===== src/design/kvgr_pkg.sv =====
`timescale 1ns / 1ps
// kvgr_pkg: shared types and constants of the get response parser
// no dependencies

package kvgr_pkg;

  typedef enum logic [3:0] {
    PH_PREFIX = 4'd0,
    PH_KEY    = 4'd1,
    PH_FLAGS  = 4'd2,
    PH_SIZE   = 4'd3,
    PH_LF     = 4'd4,
    PH_DATA   = 4'd5,
    PH_TRAIL  = 4'd6,
    PH_END    = 4'd7
  } phase_t;

  typedef logic [1:0] kind_t;
  typedef logic [2:0] status_t;

  localparam kind_t K_NONE = 2'd0;
  localparam kind_t K_DATA = 2'd1;
  localparam kind_t K_DONE = 2'd2;
  localparam kind_t K_ERR  = 2'd3;

  localparam status_t ST_OK       = 3'd0;
  localparam status_t ST_KEYLONG  = 3'd1;
  localparam status_t ST_DIGIT    = 3'd2;
  localparam status_t ST_LITERAL  = 3'd3;
  localparam status_t ST_OVERFLOW = 3'd4;

  localparam int NUM_W   = 31;
  localparam int BYTE_W  = 8;
  localparam int LIT_IDX_W = 3;

  localparam logic [7:0] KEY_LEN_RESET = 8'd128;

  localparam logic [7:0] CH_SPACE = 8'h20;
  localparam logic [7:0] CH_CR    = 8'h0d;
  localparam logic [7:0] CH_LF    = 8'h0a;
  localparam logic [7:0] CH_ZERO  = 8'd48;
  localparam logic [7:0] CH_NINE  = 8'd57;

  localparam int VALUE_LEN = 6;
  localparam int END_LEN   = 5;

  localparam logic [7:0] LIT_VALUE [VALUE_LEN] = '{8'h56, 8'h41, 8'h4c, 8'h55, 8'h45, 8'h20};
  localparam logic [7:0] LIT_END   [END_LEN]   = '{8'h45, 8'h4e, 8'h44, 8'h0d, 8'h0a};

endpackage


===== src/design/kv_get_response_parser.sv =====
`timescale 1ns / 1ps
// kv_get_response_parser: the result of an accepted byte is registered and shown in the cycle after it,
// 1 byte per cycle while the output is not stalled; every byte gives exactly one result
// the parser state updates at the accept edge, the result sits in one output register
// synchronous active-low reset: parser back to the prefix, max_key_len = 128, no result held
// depends on kvgr_pkg

module kv_get_response_parser (
  input  logic                  clk,
  input  logic                  rst_n,
  input  logic                  cfg_valid,
  output logic                  cfg_ready,
  input  logic [7:0]            cfg_max_key_len,
  input  logic                  in_valid,
  output logic                  in_stall,
  input  logic [7:0]            in_rx_byte,
  output logic                  out_valid,
  input  logic                  out_stall,
  output kvgr_pkg::kind_t       out_kind,
  output logic [7:0]            out_payload_byte,
  output logic [30:0]           out_item_size,
  output logic [30:0]           out_item_flags,
  output kvgr_pkg::status_t     out_status
);
  import kvgr_pkg::*;

  phase_t                 phase_r, phase_nxt;
  logic [LIT_IDX_W-1:0]   lit_idx_r, lit_idx_nxt;
  logic [7:0]             key_count_r, key_count_nxt;
  logic [NUM_W-1:0]       flags_r, flags_nxt;
  logic [NUM_W-1:0]       size_r, size_nxt;
  logic [NUM_W-1:0]       left_r, left_nxt;
  logic [7:0]             max_key_len_r;

  logic                   out_valid_r, out_valid_nxt;
  kind_t                  kind_r, kind_nxt;
  logic [7:0]             data_r, data_nxt;
  logic [NUM_W-1:0]       osize_r, oflags_r;
  status_t                status_r, status_nxt;

  logic                   in_acc;
  logic                   is_digit;
  logic [3:0]             digit_val;
  logic [NUM_W+3:0]       flags_x10, size_x10;
  logic                   flags_ovf, size_ovf;

  assign cfg_ready = 1'b1;
  assign in_stall  = out_valid_r & out_stall;
  assign in_acc    = in_valid & ~in_stall;

  assign is_digit  = (in_rx_byte >= CH_ZERO) && (in_rx_byte <= CH_NINE);
  assign digit_val = 4'(in_rx_byte - CH_ZERO);

  // acc * 10 + digit, overflow when any bit from bit 31 up is set
  assign flags_x10 = {1'b0, flags_r, 3'b000} + {3'b000, flags_r, 1'b0}
                     + {(NUM_W)'(0), digit_val};
  assign size_x10  = {1'b0, size_r, 3'b000} + {3'b000, size_r, 1'b0}
                     + {(NUM_W)'(0), digit_val};
  assign flags_ovf = |flags_x10[NUM_W+3:NUM_W];
  assign size_ovf  = |size_x10[NUM_W+3:NUM_W];

  always_comb begin
    phase_nxt     = phase_r;
    lit_idx_nxt   = lit_idx_r;
    key_count_nxt = key_count_r;
    flags_nxt     = flags_r;
    size_nxt      = size_r;
    left_nxt      = left_r;
    kind_nxt      = K_NONE;
    data_nxt      = 8'd0;
    status_nxt    = ST_OK;

    unique case (phase_r)
      PH_PREFIX: begin
        if (lit_idx_r < LIT_IDX_W'(VALUE_LEN) && LIT_VALUE[lit_idx_r] == in_rx_byte) begin
          if (lit_idx_r == LIT_IDX_W'(VALUE_LEN - 1)) begin
            lit_idx_nxt = '0;
            phase_nxt   = PH_KEY;
          end else begin
            lit_idx_nxt = lit_idx_r + 1'b1;
          end
        end else begin
          kind_nxt   = K_ERR;
          status_nxt = ST_LITERAL;
        end
      end
      PH_KEY: begin
        if (in_rx_byte == CH_SPACE) begin
          phase_nxt = PH_FLAGS;
        end else if (key_count_r >= max_key_len_r) begin
          kind_nxt   = K_ERR;
          status_nxt = ST_KEYLONG;
        end else begin
          key_count_nxt = key_count_r + 1'b1;
        end
      end
      PH_FLAGS: begin
        if (is_digit) begin
          if (flags_ovf) begin
            kind_nxt   = K_ERR;
            status_nxt = ST_OVERFLOW;
          end else begin
            flags_nxt = flags_x10[NUM_W-1:0];
          end
        end else if (in_rx_byte == CH_SPACE) begin
          phase_nxt = PH_SIZE;
        end else begin
          kind_nxt   = K_ERR;
          status_nxt = ST_DIGIT;
        end
      end
      PH_SIZE: begin
        if (is_digit) begin
          if (size_ovf) begin
            kind_nxt   = K_ERR;
            status_nxt = ST_OVERFLOW;
          end else begin
            size_nxt = size_x10[NUM_W-1:0];
          end
        end else if (in_rx_byte == CH_CR) begin
          phase_nxt = PH_LF;
        end else begin
          kind_nxt   = K_ERR;
          status_nxt = ST_DIGIT;
        end
      end
      PH_LF: begin
        // byte after the CR is not checked
        left_nxt    = size_r;
        phase_nxt   = (size_r == '0) ? PH_TRAIL : PH_DATA;
        lit_idx_nxt = '0;
      end
      PH_DATA: begin
        kind_nxt = K_DATA;
        data_nxt = in_rx_byte;
        if (left_r <= NUM_W'(1)) begin
          left_nxt    = '0;
          phase_nxt   = PH_TRAIL;
          lit_idx_nxt = '0;
        end else begin
          left_nxt = left_r - 1'b1;
        end
      end
      PH_TRAIL: begin
        if (lit_idx_r == '0 && in_rx_byte == CH_CR) begin
          lit_idx_nxt = LIT_IDX_W'(1);
        end else if (lit_idx_r == LIT_IDX_W'(1) && in_rx_byte == CH_LF) begin
          lit_idx_nxt = '0;
          phase_nxt   = PH_END;
        end else begin
          kind_nxt   = K_ERR;
          status_nxt = ST_LITERAL;
        end
      end
      PH_END: begin
        if (lit_idx_r < LIT_IDX_W'(END_LEN) && LIT_END[lit_idx_r] == in_rx_byte) begin
          if (lit_idx_r == LIT_IDX_W'(END_LEN - 1)) begin
            lit_idx_nxt = '0;
            kind_nxt    = K_DONE;
          end else begin
            lit_idx_nxt = lit_idx_r + 1'b1;
          end
        end else begin
          kind_nxt   = K_ERR;
          status_nxt = ST_LITERAL;
        end
      end
      default: begin
        phase_nxt     = PH_PREFIX;
        lit_idx_nxt   = '0;
        key_count_nxt = '0;
        flags_nxt     = '0;
        size_nxt      = '0;
        left_nxt      = '0;
      end
    endcase
  end

  always_comb begin
    if (in_acc) begin
      out_valid_nxt = 1'b1;
    end else if (!out_stall) begin
      out_valid_nxt = 1'b0;
    end else begin
      out_valid_nxt = out_valid_r;
    end
  end

  always_ff @(posedge clk) begin
    if (!rst_n) begin
      phase_r       <= PH_PREFIX;
      lit_idx_r     <= '0;
      key_count_r   <= '0;
      flags_r       <= '0;
      size_r        <= '0;
      left_r        <= '0;
      max_key_len_r <= KEY_LEN_RESET;
      out_valid_r   <= 1'b0;
    end else begin
      if (cfg_valid && cfg_ready) begin
        max_key_len_r <= cfg_max_key_len;
      end
      out_valid_r <= out_valid_nxt;
      if (in_acc) begin
        // done and error go back to the start with cleared state
        if (kind_nxt == K_DONE || kind_nxt == K_ERR) begin
          phase_r     <= PH_PREFIX;
          lit_idx_r   <= '0;
          key_count_r <= '0;
          flags_r     <= '0;
          size_r      <= '0;
          left_r      <= '0;
        end else begin
          phase_r     <= phase_nxt;
          lit_idx_r   <= lit_idx_nxt;
          key_count_r <= key_count_nxt;
          flags_r     <= flags_nxt;
          size_r      <= size_nxt;
          left_r      <= left_nxt;
        end
      end
    end
  end

  // result register, all result fields but valid
  always_ff @(posedge clk) begin
    if (in_acc) begin
      kind_r   <= kind_nxt;
      data_r   <= data_nxt;
      osize_r  <= size_nxt;
      oflags_r <= flags_nxt;
      status_r <= status_nxt;
    end
  end

  assign out_valid        = out_valid_r;
  assign out_kind         = kind_r;
  assign out_payload_byte = data_r;
  assign out_item_size    = osize_r;
  assign out_item_flags   = oflags_r;
  assign out_status       = status_r;

endmodule


===== config.mk =====
export PLATFORM = sky130hd
export DESIGN_NAME = kv_get_response_parser
export DESIGN_NICKNAME = d
export VERILOG_FILES = /design/src/design/kvgr_pkg.sv /design/src/design/kv_get_response_parser.sv
export SDC_FILE = /design/constraint.sdc
export NUM_CORES = 1
export LEC_CHECK = 0
export ABC_AREA = 1
export BUFFER_PORTS_ARGS = -buffer_cell sky130_fd_sc_hd__buf_2
export CAP_MARGIN = 20
export CORE_ASPECT_RATIO = 1.2
export CORE_MARGIN = 4
export CORE_UTILIZATION = 62
export CTS_CLUSTER_DIAMETER = 120
export DETAILED_ROUTE_END_ITERATION = 10
export GPL_TIMING_DRIVEN = 0
export PLACE_DENSITY = 0.82
export SLEW_MARGIN = 20
export SYNTH_ARGS = -nofsm -noshare
export SYNTH_HDL_FRONTEND = slang
export SYNTH_SLANG_ARGS = --single-unit

===== constraint.sdc =====
create_clock -name clk -period 4.09 [get_ports clk]
set_input_delay 0 -clock clk [delete_from_list [all_inputs] [get_ports clk]]
set_output_delay 0 -clock clk [all_outputs]
set_load 0.01 [all_outputs]

==> out/results.ini <==
[status]
outcome = completed

[finish]
multiInputGateArea_mm2 = 0.00852
fill_cells = 1938
postLayoutCoreUtil_pct = 70.9
final_layout_size_suffix_gt1_share_pct = 9.78
nets = 2320
diodes = 0
final_cells = 2477
syn_to_final_growth_pct = 12.0
regArea_mm2 = 0.00457

[global_routing]
grt_pass1_wl_um = 66200
grt_max_degree = 51
grt_pass1_vias = 13600
antenna_found_initial = 0
grtUsageTotal_pct = 31.6
overflow = 0

[sta]
slew_headroom_pct = 43.5
worstMarginPinSlew_ns = 0.848
fin_crit_sh_pct = 94.0
fin_worst_skew_ns = 0.0141
whs_ns = 0.0212
grt_setup_unrepaired = true
fin_crit_ns = 3.85
finalHoldViolations = 0
fmax_ghz = 0.260
tns_ns = 0
final-setup-viol-count = 0
slew_viol_final = 0

[pwr]
p_leak_nw = 7.85
power_density_mw_per_mm2 = 332
irDropWorstVdd_uv = 285

[setup_path]
cp_common_cell = nand2_1
cp_cell_sequence = inv_1 -> fa_1 -> inv_1 -> ha_1 -> nand2_1 -> nand2_1 -> nand3_1 -> nand2_1 -> nand2_1 -> nand2_2 -> nand2_1 -> nand2_1 -> nand2_1 -> nand2_1 -> nor2_1 -> nand2_2 -> nand2_4 -> nand3_2 -> nor2_4 -> buf_6 -> buf_6 -> nand3_1 -> a21oi_1
worstSetupEndpointType = flip-flop
crit_start = size_r[0]
slowest_delay_ns = 0.58
r2r_setup_slack_ns = 0.24
critPathRequiredTime_ns = 4.45
startpoint_type = flip-flop
arrival_ns = 4.20
cp_slowest_cell = fa_1
r2r-start = size_r[0]
critical_path_class = flip-flop to flip-flop
crit_fanout = 10

[logic_synthesis]
synth-seq-cells = 191
synth_flop_cell = dfxtp_1
syn_nets = 2183
yosysUniqueCellTypes = 50
syn_area_per_cell_um2 = 7.10
synth-seq-area-share_pct = 31.9
synthArstFlopShare_pct = 0
synth_area_mm2 = 0.0143
synth_edf_count = 75
syn_inst = 2017
yosysWarnings = 0

[placed_design]
numPortBuffers = 97
dp.cells = 2425
gp_congestion = 1.00
dpl.hpwl_um = 32100

[drt]
wl_um = 41600
drtIter0Drc = 984
vias_per_cell = 5.71
dr_wl_met2_um = 20100
vias = 14100
top_layer_used = met4
wl_per_cell_um = 16.8
met3_wirelength_um = 2290
wl_met1_um = 16800
dr.pass1.iters = 6
drcViolationCount = 0
ant_nets = 0

[clock_tree]
post_cts_buffers = 0
clkLatencyLatePin_ns = 0.44
cts.clk_slew.worst_paths_ns = 0.08
numCtsBuffers = 17
cts.htree.levels = 4
clockRootBuffer = clkbuf_16
clkSinkCount = 191
cts.path.max_buffers = 2
cts_tree = yes

[floorplan]
die_h_um = 174
num_rows = 60
die_area_mm2 = 0.0256
coreArea_mm2 = 0.0226
start_util_pct = 63.4
io_pins = 99
die_w_um = 147

[hold_path]
holdCritPathClass = primary input to flip-flop
worst_hold_startpoint = in_rx_byte[0]

[run]
maxCapViolations = 0

==> metrics by stage <==
step	area [um2]	setup WS, ns	power (mW)
after floorplan	14300	0.247	3.18
after global placement	15200	-1.30	3.62
after detailed placement	15200	0.189	3.64
after CTS	16000	0.155	5.29
after global routing	16000	-0.0139	5.54
final	16000	0.243	5.32
==> flip-flops by register name, indices dropped and copies added, names as in the netlist, 8 cells and up <==
register,cells
key_count_r,8
flags_r,31
left_r,31
out_item_flags,31
out_payload_byte,8
max_key_len_r,8
size_r,31
out_item_size,31
==> worst max-delay path: cells and delay by family (launching register included) <==
family / cells / cell delay (ns)
AOI/OAI and AO/OA: 1 / 0.15
and+or+nand+nor: 16 / 1.77
adders and majority gates: 2 / 0.86
buffers and inverters: 4 / 0.59
DFF: 1 / 0.39
==> layer usage <==
metal	vias up	global-route usage (%)
li1	6957	-
met1	6506	37.9
met2	539	54.8
met3	144	3.52
met4	0	18.0
met5	-	0
==> cell usage in the layout, fill, tap and decap left out, types with 7 or more instances in the layout <==
| master | synthesis | final |
|---|---|---|
| nand2_1 | 521 | 517 |
| inv_1 | 240 | 240 |
| nor2_1 | 170 | 170 |
| a21oi_1 | 164 | 164 |
| nand3_1 | 161 | 159 |
| ha_1 | 141 | 141 |
| dfxtp_1 | 116 | 116 |
| buf_2 | 18 | 112 |
| o21ai_0 | 76 | 76 |
| edfxtp_1 | 75 | 75 |
| xor2_1 | 47 | 47 |
| xnor2_1 | 44 | 44 |
| clkbuf_1 | 31 | 29 |
| nand4_1 | 28 | 28 |
| o22ai_1 | 23 | 23 |
| nor3_1 | 21 | 21 |
| dlygate4sd3_1 | 0 | 20 |
| clkbuf_16 | 0 | 17 |
| nand2_2 | 12 | 16 |
| nor4_1 | 12 | 12 |
| o21bai_1 | 12 | 12 |
| a21oi_2 | 10 | 10 |
| o21ai_1 | 9 | 9 |
| a31oi_1 | 9 | 9 |
| o21ai_2 | 7 | 7 |
| buf_1 | 7 | 7 |
==> report_power, final <==
group          total [mW]  internal [mW]  switching, mW
Sequential           2.13           2.07         0.0587
Clock                1.66          0.814          0.845
Combinational        1.53          0.444           1.08
==> cells in the mapped netlist, drive strengths merged (2+ instances only) <==
library cell / number / area, um2
a211oi: 3 / 22.5
a21o: 5 / 37.5
a21oi: 174 / 908
a31oi: 9 / 56.3
and3: 3 / 18.8
buf: 32 / 195
clkbuf: 31 / 116
clkinv: 2 / 7.51
dfxtp: 116 / 2320
edfxtp: 75 / 2250
fa: 4 / 80.1
ha: 141 / 1760
inv: 246 / 923
nand2: 536 / 2060
nand3: 163 / 826
nand3b: 6 / 45.0
nand4: 28 / 175
nor2: 176 / 686
nor3: 21 / 105
nor3b: 3 / 22.5
nor4: 12 / 75.1
o211ai: 2 / 15.0
o21ai: 92 / 487
o21bai: 12 / 90.1
o22ai: 23 / 144
or2: 3 / 18.8
xnor2: 44 / 385
xor2: 47 / 412
==> area by class of cell <==
type	count	area share (%)
Multi-Input combinational cell	1515	53.2
Sequential cell	191	28.5
Inverter	248	5.82
Timing Repair Buffer	118	4.45
Clock buffer	18	2.68
Tap cell	310	2.42
Buffer	63	2.04
Clock inverter	14	0.890
==> what timing repair did <==
item                                   in CTS  in global routing
endpoints found under the hold margin      13                  0
hold buffers                               20                  0
setup endpoints to repair                   0                 67
gates resized for setup                     0                 16
==> cells by family after synthesis <==
logic type,count (synthesis),synth area share (%)
xor+xnor,91,5.57
flops,191,31.9
other cells,1,0.0262
buf+inv,311,8.68
simple gates,953,28.3
fa+ha+maj,145,12.9
compound gates,325,12.6
==> path summary, 6_finish.rpt <==
| kind | endpoint | cells past startpoint |
|---|---|---|
| max | size_r[2] | 23 |
| min | out_payload_byte[0] | 3 |
| max reg2reg | size_r[2] | 23 |
| min reg2reg | max_key_len_r[1] | 2 |
Note: power is estimated with default switching activity, not from simulation.
